## src/hdl/cdq_pkg.sv

```systemverilog
package cdq_pkg;

    // Default store depth and fixed field widths.
    localparam int DEPTH_DEF = 16;
    localparam int DATA_W    = 32;
    localparam int CMD_W     = 3;
    localparam int STATUS_W  = 2;
    localparam int CAP_W     = 5;
    localparam int PADDR_W   = 2;
    localparam int PDATA_W   = 32;

    // Reset value of the capacity register.
    localparam logic [CAP_W-1:0] CAP_RESET = 5'd16;

    // Byte address of the capacity register.
    localparam logic [PADDR_W-1:0] ADDR_CAPACITY = 2'd0;

    // Command codes carried by a request.
    localparam logic [CMD_W-1:0] CMD_PUSH_FRONT = 3'd0;
    localparam logic [CMD_W-1:0] CMD_PUSH_BACK  = 3'd1;
    localparam logic [CMD_W-1:0] CMD_POP_FRONT  = 3'd2;
    localparam logic [CMD_W-1:0] CMD_POP_BACK   = 3'd3;
    localparam logic [CMD_W-1:0] CMD_DUMP       = 3'd4;

    // Status codes carried by a result.
    localparam logic [STATUS_W-1:0] ST_OK         = 2'd0;
    localparam logic [STATUS_W-1:0] ST_OVERFLOW   = 2'd1;
    localparam logic [STATUS_W-1:0] ST_UNDERFLOW  = 2'd2;
    localparam logic [STATUS_W-1:0] ST_EMPTY_DUMP = 2'd3;

    // Request and result payloads.
    typedef struct packed {
        logic [CMD_W-1:0]  cmd;
        logic [DATA_W-1:0] value;
    } cdq_req_t;

    typedef struct packed {
        logic [STATUS_W-1:0] status;
        logic [DATA_W-1:0]   data;
        logic                last;
    } cdq_rsp_t;

    // Classified operation handed from the front end to the back end.
    typedef enum logic [2:0] {
        OP_PUSH_FRONT,
        OP_PUSH_BACK,
        OP_POP_FRONT,
        OP_POP_BACK,
        OP_DUMP
    } cdq_op_kind_t;

    typedef struct packed {
        cdq_op_kind_t      kind;
        logic [DATA_W-1:0] value;
    } cdq_op_t;

    // Back end states.
    typedef enum logic {
        BK_RUN,
        BK_DUMP
    } cdq_back_state_t;

endpackage

```

## src/hdl/cdq_ram.sv

```systemverilog
module cdq_ram #(
    parameter int WIDTH = 32,
    parameter int DEPTH = 16
) (
    input  logic                                   clk,
    input  logic                                   we,
    input  logic [(DEPTH > 1 ? $clog2(DEPTH) : 1)-1:0] waddr,
    input  logic [WIDTH-1:0]                       wdata,
    input  logic                                   re,
    input  logic [(DEPTH > 1 ? $clog2(DEPTH) : 1)-1:0] raddr,
    output logic [WIDTH-1:0]                       rdata
);

    logic [WIDTH-1:0] mem [DEPTH];

    // Single write port and a registered read port.
    always_ff @(posedge clk)
    begin
        if (we)
        begin
            mem[waddr] <= wdata;
        end
        if (re)
        begin
            rdata <= mem[raddr];
        end
    end

endmodule

```

## src/hdl/cdq_front.sv

```systemverilog
module cdq_front (
    input  logic              clk,
    input  logic              rst_n,
    input  logic              start,
    output logic              busy,
    input  cdq_pkg::cdq_req_t request,
    output cdq_pkg::cdq_op_t  op,
    output logic              op_valid,
    input  logic              op_take
);

    localparam int Q_DEPTH = 2;

    cdq_pkg::cdq_op_t     entry_reg [Q_DEPTH];
    logic [1:0]           count_reg;
    logic [1:0]           count_next;
    logic                 wr_ptr_reg;
    logic                 wr_ptr_next;
    logic                 rd_ptr_reg;
    logic                 rd_ptr_next;
    logic                 cmd_ok;
    cdq_pkg::cdq_op_kind_t kind;
    logic                 enq;
    logic                 deq;

    // Classify the command; unknown codes are accepted and dropped.
    always_comb
    begin
        cmd_ok = 1'b1;
        kind   = cdq_pkg::OP_DUMP;
        case (request.cmd)
            cdq_pkg::CMD_PUSH_FRONT: kind = cdq_pkg::OP_PUSH_FRONT;
            cdq_pkg::CMD_PUSH_BACK:  kind = cdq_pkg::OP_PUSH_BACK;
            cdq_pkg::CMD_POP_FRONT:  kind = cdq_pkg::OP_POP_FRONT;
            cdq_pkg::CMD_POP_BACK:   kind = cdq_pkg::OP_POP_BACK;
            cdq_pkg::CMD_DUMP:       kind = cdq_pkg::OP_DUMP;
            default:                 cmd_ok = 1'b0;
        endcase
    end

    // The front end is busy only while the operation queue is full.
    assign busy     = (count_reg == 2'(Q_DEPTH));
    assign enq      = start && !busy && cmd_ok;
    assign deq      = op_take && op_valid;
    assign op_valid = (count_reg != 2'd0);
    assign op       = entry_reg[rd_ptr_reg];

    // Queue pointer and occupancy update.
    always_comb
    begin
        count_next  = count_reg + 2'(enq) - 2'(deq);
        wr_ptr_next = enq ? !wr_ptr_reg : wr_ptr_reg;
        rd_ptr_next = deq ? !rd_ptr_reg : rd_ptr_reg;
    end

    always_ff @(posedge clk or negedge rst_n)
    begin
        if (!rst_n)
        begin
            count_reg  <= '0;
            wr_ptr_reg <= 1'b0;
            rd_ptr_reg <= 1'b0;
        end
        else
        begin
            count_reg  <= count_next;
            wr_ptr_reg <= wr_ptr_next;
            rd_ptr_reg <= rd_ptr_next;
        end
    end

    // Queue entries hold payload only.
    always_ff @(posedge clk)
    begin
        if (enq)
        begin
            entry_reg[wr_ptr_reg] <= '{kind: kind, value: request.value};
        end
    end

endmodule

```

## src/hdl/cdq_back.sv

```systemverilog
module cdq_back #(
    parameter int DEPTH = cdq_pkg::DEPTH_DEF
) (
    input  logic                        clk,
    input  logic                        rst_n,
    input  cdq_pkg::cdq_op_t            op,
    input  logic                        op_valid,
    output logic                        op_take,
    input  logic [$clog2(DEPTH+1)-1:0]  ring_n,
    input  logic                        clear,
    output logic                        strobe,
    output cdq_pkg::cdq_rsp_t           result
);

    localparam int IDX_W = (DEPTH > 1) ? $clog2(DEPTH) : 1;
    localparam int NW    = $clog2(DEPTH + 1);
    localparam int CW    = NW + 1;

    cdq_pkg::cdq_back_state_t state_reg;
    cdq_pkg::cdq_back_state_t state_next;
    logic [IDX_W-1:0]         head_reg;
    logic [IDX_W-1:0]         head_next;
    logic [IDX_W-1:0]         tail_reg;
    logic [IDX_W-1:0]         tail_next;
    logic                     empty_reg;
    logic                     empty_next;
    logic [IDX_W-1:0]         walk_idx_reg;
    logic [IDX_W-1:0]         walk_idx_next;
    logic [NW-1:0]            walk_cnt_reg;
    logic [NW-1:0]            walk_cnt_next;
    logic                     strobe_reg;
    logic                     strobe_next;
    logic [cdq_pkg::STATUS_W-1:0] status_reg;
    logic [cdq_pkg::STATUS_W-1:0] status_next;
    logic                     last_reg;
    logic                     last_next;
    logic                     from_ram_reg;
    logic                     from_ram_next;
    logic                     full;
    logic                     ram_we;
    logic [IDX_W-1:0]         ram_waddr;
    logic                     ram_re;
    logic [IDX_W-1:0]         ram_raddr;
    logic [cdq_pkg::DATA_W-1:0] ram_rdata;

    // Next slot round the ring of n slots.
    function automatic logic [IDX_W-1:0] slot_up(input logic [IDX_W-1:0] i,
                                                 input logic [NW-1:0] n);
        logic [CW-1:0] top_slot;
        top_slot = CW'(n) - CW'(1);
        if (CW'(i) == top_slot)
            slot_up = '0;
        else
            slot_up = i + 1'b1;
    endfunction

    // Previous slot round the ring of n slots.
    function automatic logic [IDX_W-1:0] slot_down(input logic [IDX_W-1:0] i,
                                                   input logic [NW-1:0] n);
        logic [NW-1:0] top_slot;
        top_slot = n - 1'b1;
        if (i == '0)
            slot_down = IDX_W'(top_slot);
        else
            slot_down = i - 1'b1;
    endfunction

    // A dump ends at the back word or once a full ring has been listed.
    function automatic logic walk_end(input logic [IDX_W-1:0] i,
                                      input logic [IDX_W-1:0] t,
                                      input logic [NW-1:0] k,
                                      input logic [NW-1:0] n);
        walk_end = (i == t) || ((CW'(k) + CW'(1)) >= CW'(n));
    endfunction

    assign full = !empty_reg && (slot_up(tail_reg, ring_n) == head_reg);

    // Ring store.
    cdq_ram #(
        .WIDTH (cdq_pkg::DATA_W),
        .DEPTH (DEPTH)
    ) u_store (
        .clk   (clk),
        .we    (ram_we),
        .waddr (ram_waddr),
        .wdata (op.value),
        .re    (ram_re),
        .raddr (ram_raddr),
        .rdata (ram_rdata)
    );

    // Execute one operation per cycle, or one dump word per cycle.
    always_comb
    begin
        state_next    = state_reg;
        head_next     = head_reg;
        tail_next     = tail_reg;
        empty_next    = empty_reg;
        walk_idx_next = walk_idx_reg;
        walk_cnt_next = walk_cnt_reg;
        strobe_next   = 1'b0;
        status_next   = cdq_pkg::ST_OK;
        last_next     = 1'b1;
        from_ram_next = 1'b0;
        op_take       = 1'b0;
        ram_we        = 1'b0;
        ram_waddr     = head_reg;
        ram_re        = 1'b0;
        ram_raddr     = head_reg;

        case (state_reg)
            cdq_pkg::BK_RUN:
            begin
                if (op_valid)
                begin
                    op_take     = 1'b1;
                    strobe_next = 1'b1;
                    case (op.kind)
                        cdq_pkg::OP_PUSH_FRONT, cdq_pkg::OP_PUSH_BACK:
                        begin
                            if (full)
                            begin
                                status_next = cdq_pkg::ST_OVERFLOW;
                            end
                            else if (empty_reg)
                            begin
                                head_next  = '0;
                                tail_next  = '0;
                                empty_next = 1'b0;
                                ram_we     = 1'b1;
                                ram_waddr  = '0;
                            end
                            else if (op.kind == cdq_pkg::OP_PUSH_FRONT)
                            begin
                                head_next = slot_down(head_reg, ring_n);
                                ram_we    = 1'b1;
                                ram_waddr = head_next;
                            end
                            else
                            begin
                                tail_next = slot_up(tail_reg, ring_n);
                                ram_we    = 1'b1;
                                ram_waddr = tail_next;
                            end
                        end
                        cdq_pkg::OP_POP_FRONT, cdq_pkg::OP_POP_BACK:
                        begin
                            if (empty_reg)
                            begin
                                status_next = cdq_pkg::ST_UNDERFLOW;
                            end
                            else
                            begin
                                ram_re        = 1'b1;
                                from_ram_next = 1'b1;
                                ram_raddr     = (op.kind == cdq_pkg::OP_POP_FRONT)
                                                ? head_reg : tail_reg;
                                if (head_reg == tail_reg)
                                begin
                                    head_next  = '0;
                                    tail_next  = '0;
                                    empty_next = 1'b1;
                                end
                                else if (op.kind == cdq_pkg::OP_POP_FRONT)
                                begin
                                    head_next = slot_up(head_reg, ring_n);
                                end
                                else
                                begin
                                    tail_next = slot_down(tail_reg, ring_n);
                                end
                            end
                        end
                        cdq_pkg::OP_DUMP:
                        begin
                            if (empty_reg)
                            begin
                                status_next = cdq_pkg::ST_EMPTY_DUMP;
                            end
                            else
                            begin
                                ram_re        = 1'b1;
                                from_ram_next = 1'b1;
                                ram_raddr     = head_reg;
                                last_next     = walk_end(head_reg, tail_reg, '0, ring_n);
                                if (!last_next)
                                begin
                                    state_next    = cdq_pkg::BK_DUMP;
                                    walk_idx_next = slot_up(head_reg, ring_n);
                                    walk_cnt_next = NW'(1);
                                end
                            end
                        end
                        default:
                        begin
                            strobe_next = 1'b0;
                        end
                    endcase
                end
            end
            cdq_pkg::BK_DUMP:
            begin
                ram_re        = 1'b1;
                ram_raddr     = walk_idx_reg;
                strobe_next   = 1'b1;
                from_ram_next = 1'b1;
                last_next     = walk_end(walk_idx_reg, tail_reg, walk_cnt_reg, ring_n);
                if (last_next)
                begin
                    state_next = cdq_pkg::BK_RUN;
                end
                else
                begin
                    walk_idx_next = slot_up(walk_idx_reg, ring_n);
                    walk_cnt_next = walk_cnt_reg + 1'b1;
                end
            end
            default:
            begin
                state_next = cdq_pkg::BK_RUN;
            end
        endcase

        // Capacity write empties queue; user issues it idle; unchecked.
        if (clear)
        begin
            head_next  = '0;
            tail_next  = '0;
            empty_next = 1'b1;
        end
    end

    always_ff @(posedge clk or negedge rst_n)
    begin
        if (!rst_n)
        begin
            state_reg    <= cdq_pkg::BK_RUN;
            head_reg     <= '0;
            tail_reg     <= '0;
            empty_reg    <= 1'b1;
            walk_idx_reg <= '0;
            walk_cnt_reg <= '0;
            strobe_reg   <= 1'b0;
            status_reg   <= cdq_pkg::ST_OK;
            last_reg     <= 1'b0;
            from_ram_reg <= 1'b0;
        end
        else
        begin
            state_reg    <= state_next;
            head_reg     <= head_next;
            tail_reg     <= tail_next;
            empty_reg    <= empty_next;
            walk_idx_reg <= walk_idx_next;
            walk_cnt_reg <= walk_cnt_next;
            strobe_reg   <= strobe_next;
            status_reg   <= status_next;
            last_reg     <= last_next;
            from_ram_reg <= from_ram_next;
        end
    end

    // Word results take the registered store output directly.
    assign strobe        = strobe_reg;
    assign result.status = status_reg;
    assign result.data   = from_ram_reg ? ram_rdata : '0;
    assign result.last   = last_reg;

    // An empty queue always has both ends parked on slot zero.
    a_empty_parked: assert property (@(posedge clk) disable iff (!rst_n)
        empty_reg |-> (head_reg == '0) && (tail_reg == '0))
        else $error("empty queue with ends away from slot zero");

    // No new operation is taken while a dump is being walked.
    a_dump_holds_queue: assert property (@(posedge clk) disable iff (!rst_n)
        (state_reg == cdq_pkg::BK_DUMP) |-> !op_take)
        else $error("operation taken during a dump");

    // Every dump cycle produces a result in the following cycle.
    a_dump_emits: assert property (@(posedge clk) disable iff (!rst_n)
        (state_reg == cdq_pkg::BK_DUMP) |=> (strobe_reg && from_ram_reg))
        else $error("dump cycle without a result");

    // A word result always follows a store read.
    a_word_after_read: assert property (@(posedge clk) disable iff (!rst_n)
        ram_re |=> from_ram_reg)
        else $error("store read without a word result");

endmodule

```

## src/hdl/circular_deque.sv

```systemverilog
// A request is registered in the front end's request queue and then, once the
// back end takes it, in the back end's result registers. One push or pop request
// per cycle while no dump is under way; a dump of k words holds the back end while
// it makes one store read per word, and the two-entry request queue then fills and raises busy.
// Reset: rst_n clears the queue to empty and capacity to 16; store contents
// are not cleared. Results cannot be stalled by the receiver.
module circular_deque #(
    parameter int DEPTH = cdq_pkg::DEPTH_DEF
) (
    input  logic                           clk,
    input  logic                           rst_n,
    input  logic                           start,
    output logic                           busy,
    input  cdq_pkg::cdq_req_t              request,
    output logic                           strobe,
    output cdq_pkg::cdq_rsp_t              result,
    input  logic                           psel,
    input  logic                           penable,
    input  logic                           pwrite,
    input  logic [cdq_pkg::PADDR_W-1:0]    paddr,
    input  logic [cdq_pkg::PDATA_W-1:0]    pwdata,
    output logic [cdq_pkg::PDATA_W-1:0]    prdata,
    output logic                           pready
);

    localparam int NW = $clog2(DEPTH + 1);

    logic [cdq_pkg::CAP_W-1:0] capacity_reg;
    logic [cdq_pkg::CAP_W-1:0] capacity_next;
    logic                      cap_write;
    logic [NW-1:0]             ring_n;
    cdq_pkg::cdq_op_t          op;
    logic                      op_valid;
    logic                      op_take;

    // Register port: capacity is the only register.
    assign pready    = 1'b1;
    assign cap_write = psel && penable && pwrite && pready
                       && (paddr == cdq_pkg::ADDR_CAPACITY);
    assign capacity_next = cap_write ? pwdata[cdq_pkg::CAP_W-1:0] : capacity_reg;
    assign prdata    = (paddr == cdq_pkg::ADDR_CAPACITY)
                       ? cdq_pkg::PDATA_W'(capacity_reg) : '0;

    always_ff @(posedge clk or negedge rst_n)
    begin
        if (!rst_n)
        begin
            capacity_reg <= cdq_pkg::CAP_RESET;
        end
        else
        begin
            capacity_reg <= capacity_next;
        end
    end

    // Ring size: zero counts as one, and it never exceeds the store depth.
    always_comb
    begin
        if (capacity_reg == '0)
            ring_n = NW'(1);
        else if (32'(capacity_reg) > 32'(DEPTH))
            ring_n = NW'(DEPTH);
        else
            ring_n = NW'(capacity_reg);
    end

    // Front end: accepts and classifies requests into a short queue.
    cdq_front u_front (
        .clk      (clk),
        .rst_n    (rst_n),
        .start    (start),
        .busy     (busy),
        .request  (request),
        .op       (op),
        .op_valid (op_valid),
        .op_take  (op_take)
    );

    // Back end: runs operations against the ring store.
    cdq_back #(
        .DEPTH (DEPTH)
    ) u_back (
        .clk      (clk),
        .rst_n    (rst_n),
        .op       (op),
        .op_valid (op_valid),
        .op_take  (op_take),
        .ring_n   (ring_n),
        .clear    (cap_write),
        .strobe   (strobe),
        .result   (result)
    );

endmodule

```

## config.mk

```make
export PLATFORM = sky130hd
export DESIGN_NAME = circular_deque
export DESIGN_NICKNAME = d
export VERILOG_FILES = /design/src/hdl/cdq_pkg.sv /design/src/hdl/cdq_ram.sv /design/src/hdl/cdq_front.sv /design/src/hdl/cdq_back.sv /design/src/hdl/circular_deque.sv
export SDC_FILE = /design/constraint.sdc
export NUM_CORES = 1
export LEC_CHECK = 0
export ABC_AREA = 1
export BUFFER_PORTS_ARGS = -buffer_cell sky130_fd_sc_hd__buf_2
export CAP_MARGIN = 20
export CORE_ASPECT_RATIO = 0.5
export CORE_UTILIZATION = 45
export DETAILED_ROUTE_END_ITERATION = 16
export HOLD_SLACK_MARGIN = 0.06
export PLACE_DENSITY_LB_ADDON = 0.08
export REMOVE_ABC_BUFFERS = 1
export SYNTH_ARGS = -nofsm -noshare
export SYNTH_HDL_FRONTEND = slang
export SYNTH_SLANG_ARGS = --single-unit
```

## constraint.sdc

```tcl
create_clock -name clk -period 5.8 [get_ports clk]
set_input_delay 1.16 -clock clk [delete_from_list [all_inputs] [get_ports clk]]
set_output_delay 1.16 -clock clk [all_outputs]
set_load 0.02 [all_outputs]
```

==> results.md <==
Power:
- The internal portion of the total power is ~10000 µW.
- The peak supply drop is 578 µV.
- Combinational logic burns 40.3% of the power.
- The proportion of power drawn by flip-flops and latches is roughly 39%.
- Of the total power, the share spent switching nets is around two fifths.
- For this design the ratio of total power to cell area is 577 mW/mm².
- The clock power share is between 20% and 30%.
- The net switching component of the power is between 7000 and 8000 µW.
- For this design the static power due to leakage is approximately 0.011 µW.

Timing:
- The max-slew violation count came to 0.
- For the pin with the worst max-slew slack, the measured transition is approximately 1.3 ns.
- The worst slew slack as a fraction of its limit is ~14%.
- Setup repair after global routing left no endpoint under its margin.
- The maximum clock skew at final layout is 0.0158 ns.
- The number of hold violations in the final report is 0.
- Static timing analysis puts the maximum clock frequency at between 200 and 250 MHz.
- The setup violation total in the final timing report is 0.
- After layout, the minimum clock period comes to around 4.4 ns.
- The final worst-path cycle share is 76.5%.
- The post-route worst hold slack is 0.550 ns.
- The final critical-path setup slack is roughly 1.4 ns.

Layout:
- The net total in the final layout is 2265.
- In the final layout, the share of cells above drive strength 1 is between 10 and 15%.
- The number of antenna repair diodes is 0.
- The most frequent standard cell in the layout excluding fill and tap cells is sky130_fd_sc_hd__edfxtp_1.
- The area added between synthesis and finish is 11.1%.
- In the layout the commonest cells are 614 x sky130_fd_sc_hd__edfxtp_1, 284 x sky130_fd_sc_hd__nand2_1, 260 x sky130_fd_sc_hd__o211ai_1.
- The register with the most flip-flops in the layout has between 500 and 600 of them.
- The fill cell instance count of the final layout is between 5000 and 6000.

Detailed routing:
- Once detail routing completed, the nets flagged for antenna violations numbered 0.
- The DRC violation count after routing is 0.
- The total wirelength of the detailed-routed design is 65.8 mm.
- The detail-routed net length per standard cell is between 20 and 25 µm.
- The detailed router finished its first iteration with between 1000 and 1500 violations.
- The first detailed-routing pass took 5 iterations.
- The detailed router placed between 15000 and 20000 vias in this run.
- After detailed routing, the number of vias per cell comes to approximately 5.4.

CTS:
- After clock tree synthesis, the clock-pin slew on the worst setup and hold paths is ~0.070 ns.
- The clock reaches the later pin of the worst-skew pair after 0.61 ns.
- The number of hold buffers added after CTS was 0.
- The maximum buffer depth of the clock tree is 3.
- The clock tree synthesis step divided the H-tree into 2 levels.
- The clock root buffer master is sky130_fd_sc_hd__clkbuf_16.
- The number of buffers created by CTS is 57.
- The post-cts sizing count is 0.
- The TritonCTS sink count is between 600 and 700.
- The number of setup buffers added after CTS is 0.
- The TritonCTS clock tree is built.

Setup path:
- The nature of the critical path startpoint is a flop.
- In this run the critical register-to-register path is launched from capacity_reg[4].
- The endpoint identified for the worst register-to-register timing path is u_back.u_store.mem[6][13].
- The worst-case reg-to-reg path depth is 18.
- Across all register-to-register paths, the minimum setup slack is roughly 1.4 ns.
- In this run the worst setup path terminates at u_back.u_store.mem[6][13].
- The worst setup path category is reg -> reg.
- Tracing the worst setup path back leads to its startpoint at capacity_reg[4].
- Data on the critical path is required at its endpoint by about 6.1 ns.
- The largest driver fanout on the critical path is 17.
- For the worst setup path, the data arrival time is about 4.7 ns.
- STA classifies the critical path endpoint as a flop.

Flow run:
- Across the run, the number of max-cap violations was 0.

Logic synthesis:
- Sequential elements use 71.1% of the synthesized area.
- The top cell type by area accounts for between 60% and 70% of the synthesized area.
- The number of different library cells used by synthesis comes to 46.
- In the synthesized netlist the dominant register cell turns out to be sky130_fd_sc_hd__edfxtp_1.
- Yosys attributes the largest share of cell area to sky130_fd_sc_hd__edfxtp_1 68%, sky130_fd_sc_hd__o211ai_1 7.2%, sky130_fd_sc_hd__nand2_1 3.9%.
- The library cell with the largest summed area after synthesis is sky130_fd_sc_hd__edfxtp_1.
- After synthesis, the mean cell area works out to approximately 13 µm².
- Summing every instance area after synthesis gives between 0.02 and 0.03 mm².
- The synthesized design contains ~650 register bits.
- Yosys mapped a number of flops with a built-in enable equal to around 610.
- Yosys printed 0 warnings.
- The number of standard cells after synthesis is approximately 2100.
- The fraction of registers with async set or reset after synthesis is roughly 5%.

Global routing:
- The number of antenna violations at the first check in global routing is 0.
- Entering global routing, the biggest net connects between 200 and 250 pins.
- The first global-routing pass estimated about 98 mm of wire.
- The number of global-route vias before repair is about 16000.
- The global routing usage summed across all routing layers is between 20% and 30%.
- The aggregate global routing overflow is 0.

Die:
- The effective utilization at floorplan is between 40% and 50%.
- The placeable core region is a little under 0.06 mm².
- The boundary pin count is roughly 150.
- The vertical die dimension is 175 µm.
- In this run the core area contains between 60 and 70 standard-cell rows.
- The die covers between 0.06 and 0.07 mm².
- The die width is between 300 and 400 µm.

Placement:
- At the end of routability-driven placement, the weighted congestion stood at about 0.85.
- Detailed placement finished with a half-perimeter wire length of approximately 32 mm.
- The count of buffers inserted at the top-level ports is 89.
- At the placement stage, the worst setup path has a slack of roughly 1.4 ns.

Status:
- The run finished with clean final reports.

Hold path:
- The worst hold path class is reg -> reg.
- The startpoint of the lowest-slack hold path is u_back.walk_cnt_reg[1].
-- metrics by stage --
stage	area (µm²)	instances	power (µW)	TNS (ns)	util, %
2_1_floorplan	26300	1993	11300	-116.78	-
3_5_place_dp	28300	2928	13900	0	47.8
4_1_cts	30100	3030	17600	0	50.7
5_1_grt	30100	3030	18500	0	50.7
6_report	30100	3030	17400	0	50.7
3_3_place_gp	28300	2928	13800	0	47.8
-- worst min path at each step --
stage / end / slack [ns] / cells after the start
floorplan: u_front.wr_ptr_reg / 0.49 / 2
global placement: u_back.walk_cnt_reg[1] / 0.53 / 2
detailed placement: u_back.walk_cnt_reg[1] / 0.55 / 2
CTS: u_back.walk_cnt_reg[1] / 0.56 / 2
global route: u_back.walk_cnt_reg[1] / 0.59 / 2
finish: u_back.walk_cnt_reg[1] / 0.55 / 2
-- layout make-up --
class / instances / area [µm²] / area share [%]
Sequential cell: 647 / 19300 / 64.0
Multi-Input combinational cell: 1222 / 6790 / 22.6
Clock buffer: 71 / 1480 / 4.91
Tap cell: 812 / 1020 / 3.38
Timing Repair Buffer: 123 / 801 / 2.66
Inverter: 124 / 472 / 1.57
Clock inverter: 31 / 274 / 0.910
-- power groups by stage --
stage / clock [µW] / combinational, µW / sequential [µW]
6_report: 3690 / 7000 / 6690
5_1_grt: 3940 / 7790 / 6750
4_1_cts: 3770 / 7090 / 6700
3_5_place_dp: 0 / 7080 / 6790
3_3_place_gp: 0 / 7010 / 6780
2_1_floorplan: 0 / 4610 / 6710
-- logic make-up after synthesis --
logic type	share of synthesized area (%)
compound gates	11.7
xor+xnor	0.809
fa+ha+maj	0.693
buf+inv	4.82
flops	71.1
other cells	0.0277
simple gates	10.8
-- metal layers --
layer | up-vias | global-route usage [%] | part of all wire (%)
met5 | - | 0 | 0
met4 | 0 | 4.97 | 2.0
met3 | 91 | 2.94 | 4.6
met2 | 368 | 34.3 | 45
met1 | 8199 | 31.9 | 48
li1 | 7758 | - | -
-- worst max-delay path, stage by stage, from the launching register on --
cell and delay (ns):
sky130_fd_sc_hd__dfstp_2 0.57, sky130_fd_sc_hd__inv_2 0.10, sky130_fd_sc_hd__nand3_1 0.11, sky130_fd_sc_hd__nand2_1 0.14, sky130_fd_sc_hd__ha_1 0.48, sky130_fd_sc_hd__xnor2_1 0.15, sky130_fd_sc_hd__nand2_1 0.07, sky130_fd_sc_hd__nor2_1 0.18
sky130_fd_sc_hd__nand4_4 0.15, sky130_fd_sc_hd__nand2_1 0.16, sky130_fd_sc_hd__o21ai_0 0.10, sky130_fd_sc_hd__inv_1 0.09, sky130_fd_sc_hd__nand3_2 0.15, sky130_fd_sc_hd__nand2_2 0.16, sky130_fd_sc_hd__nand2_1 0.08, sky130_fd_sc_hd__nand2_2 0.15
sky130_fd_sc_hd__nand3_1 0.28, sky130_fd_sc_hd__nor2_4 0.70, sky130_fd_sc_hd__buf_12 0.27
-- cell usage after synthesis (all sizes together) (20+ instances only) --
| library cell | instances |
|---|---|
| or2 | 103 |
| o211ai | 262 |
| edfxtp | 614 |
| clkbuf | 48 |
| inv | 124 |
| xor2 | 20 |
| buf | 109 |
| nand2 | 290 |
| nor2 | 181 |
| o21ai | 196 |
| nand3 | 77 |
| dfrtp | 31 |
Power figures use the tool's default switching activity.
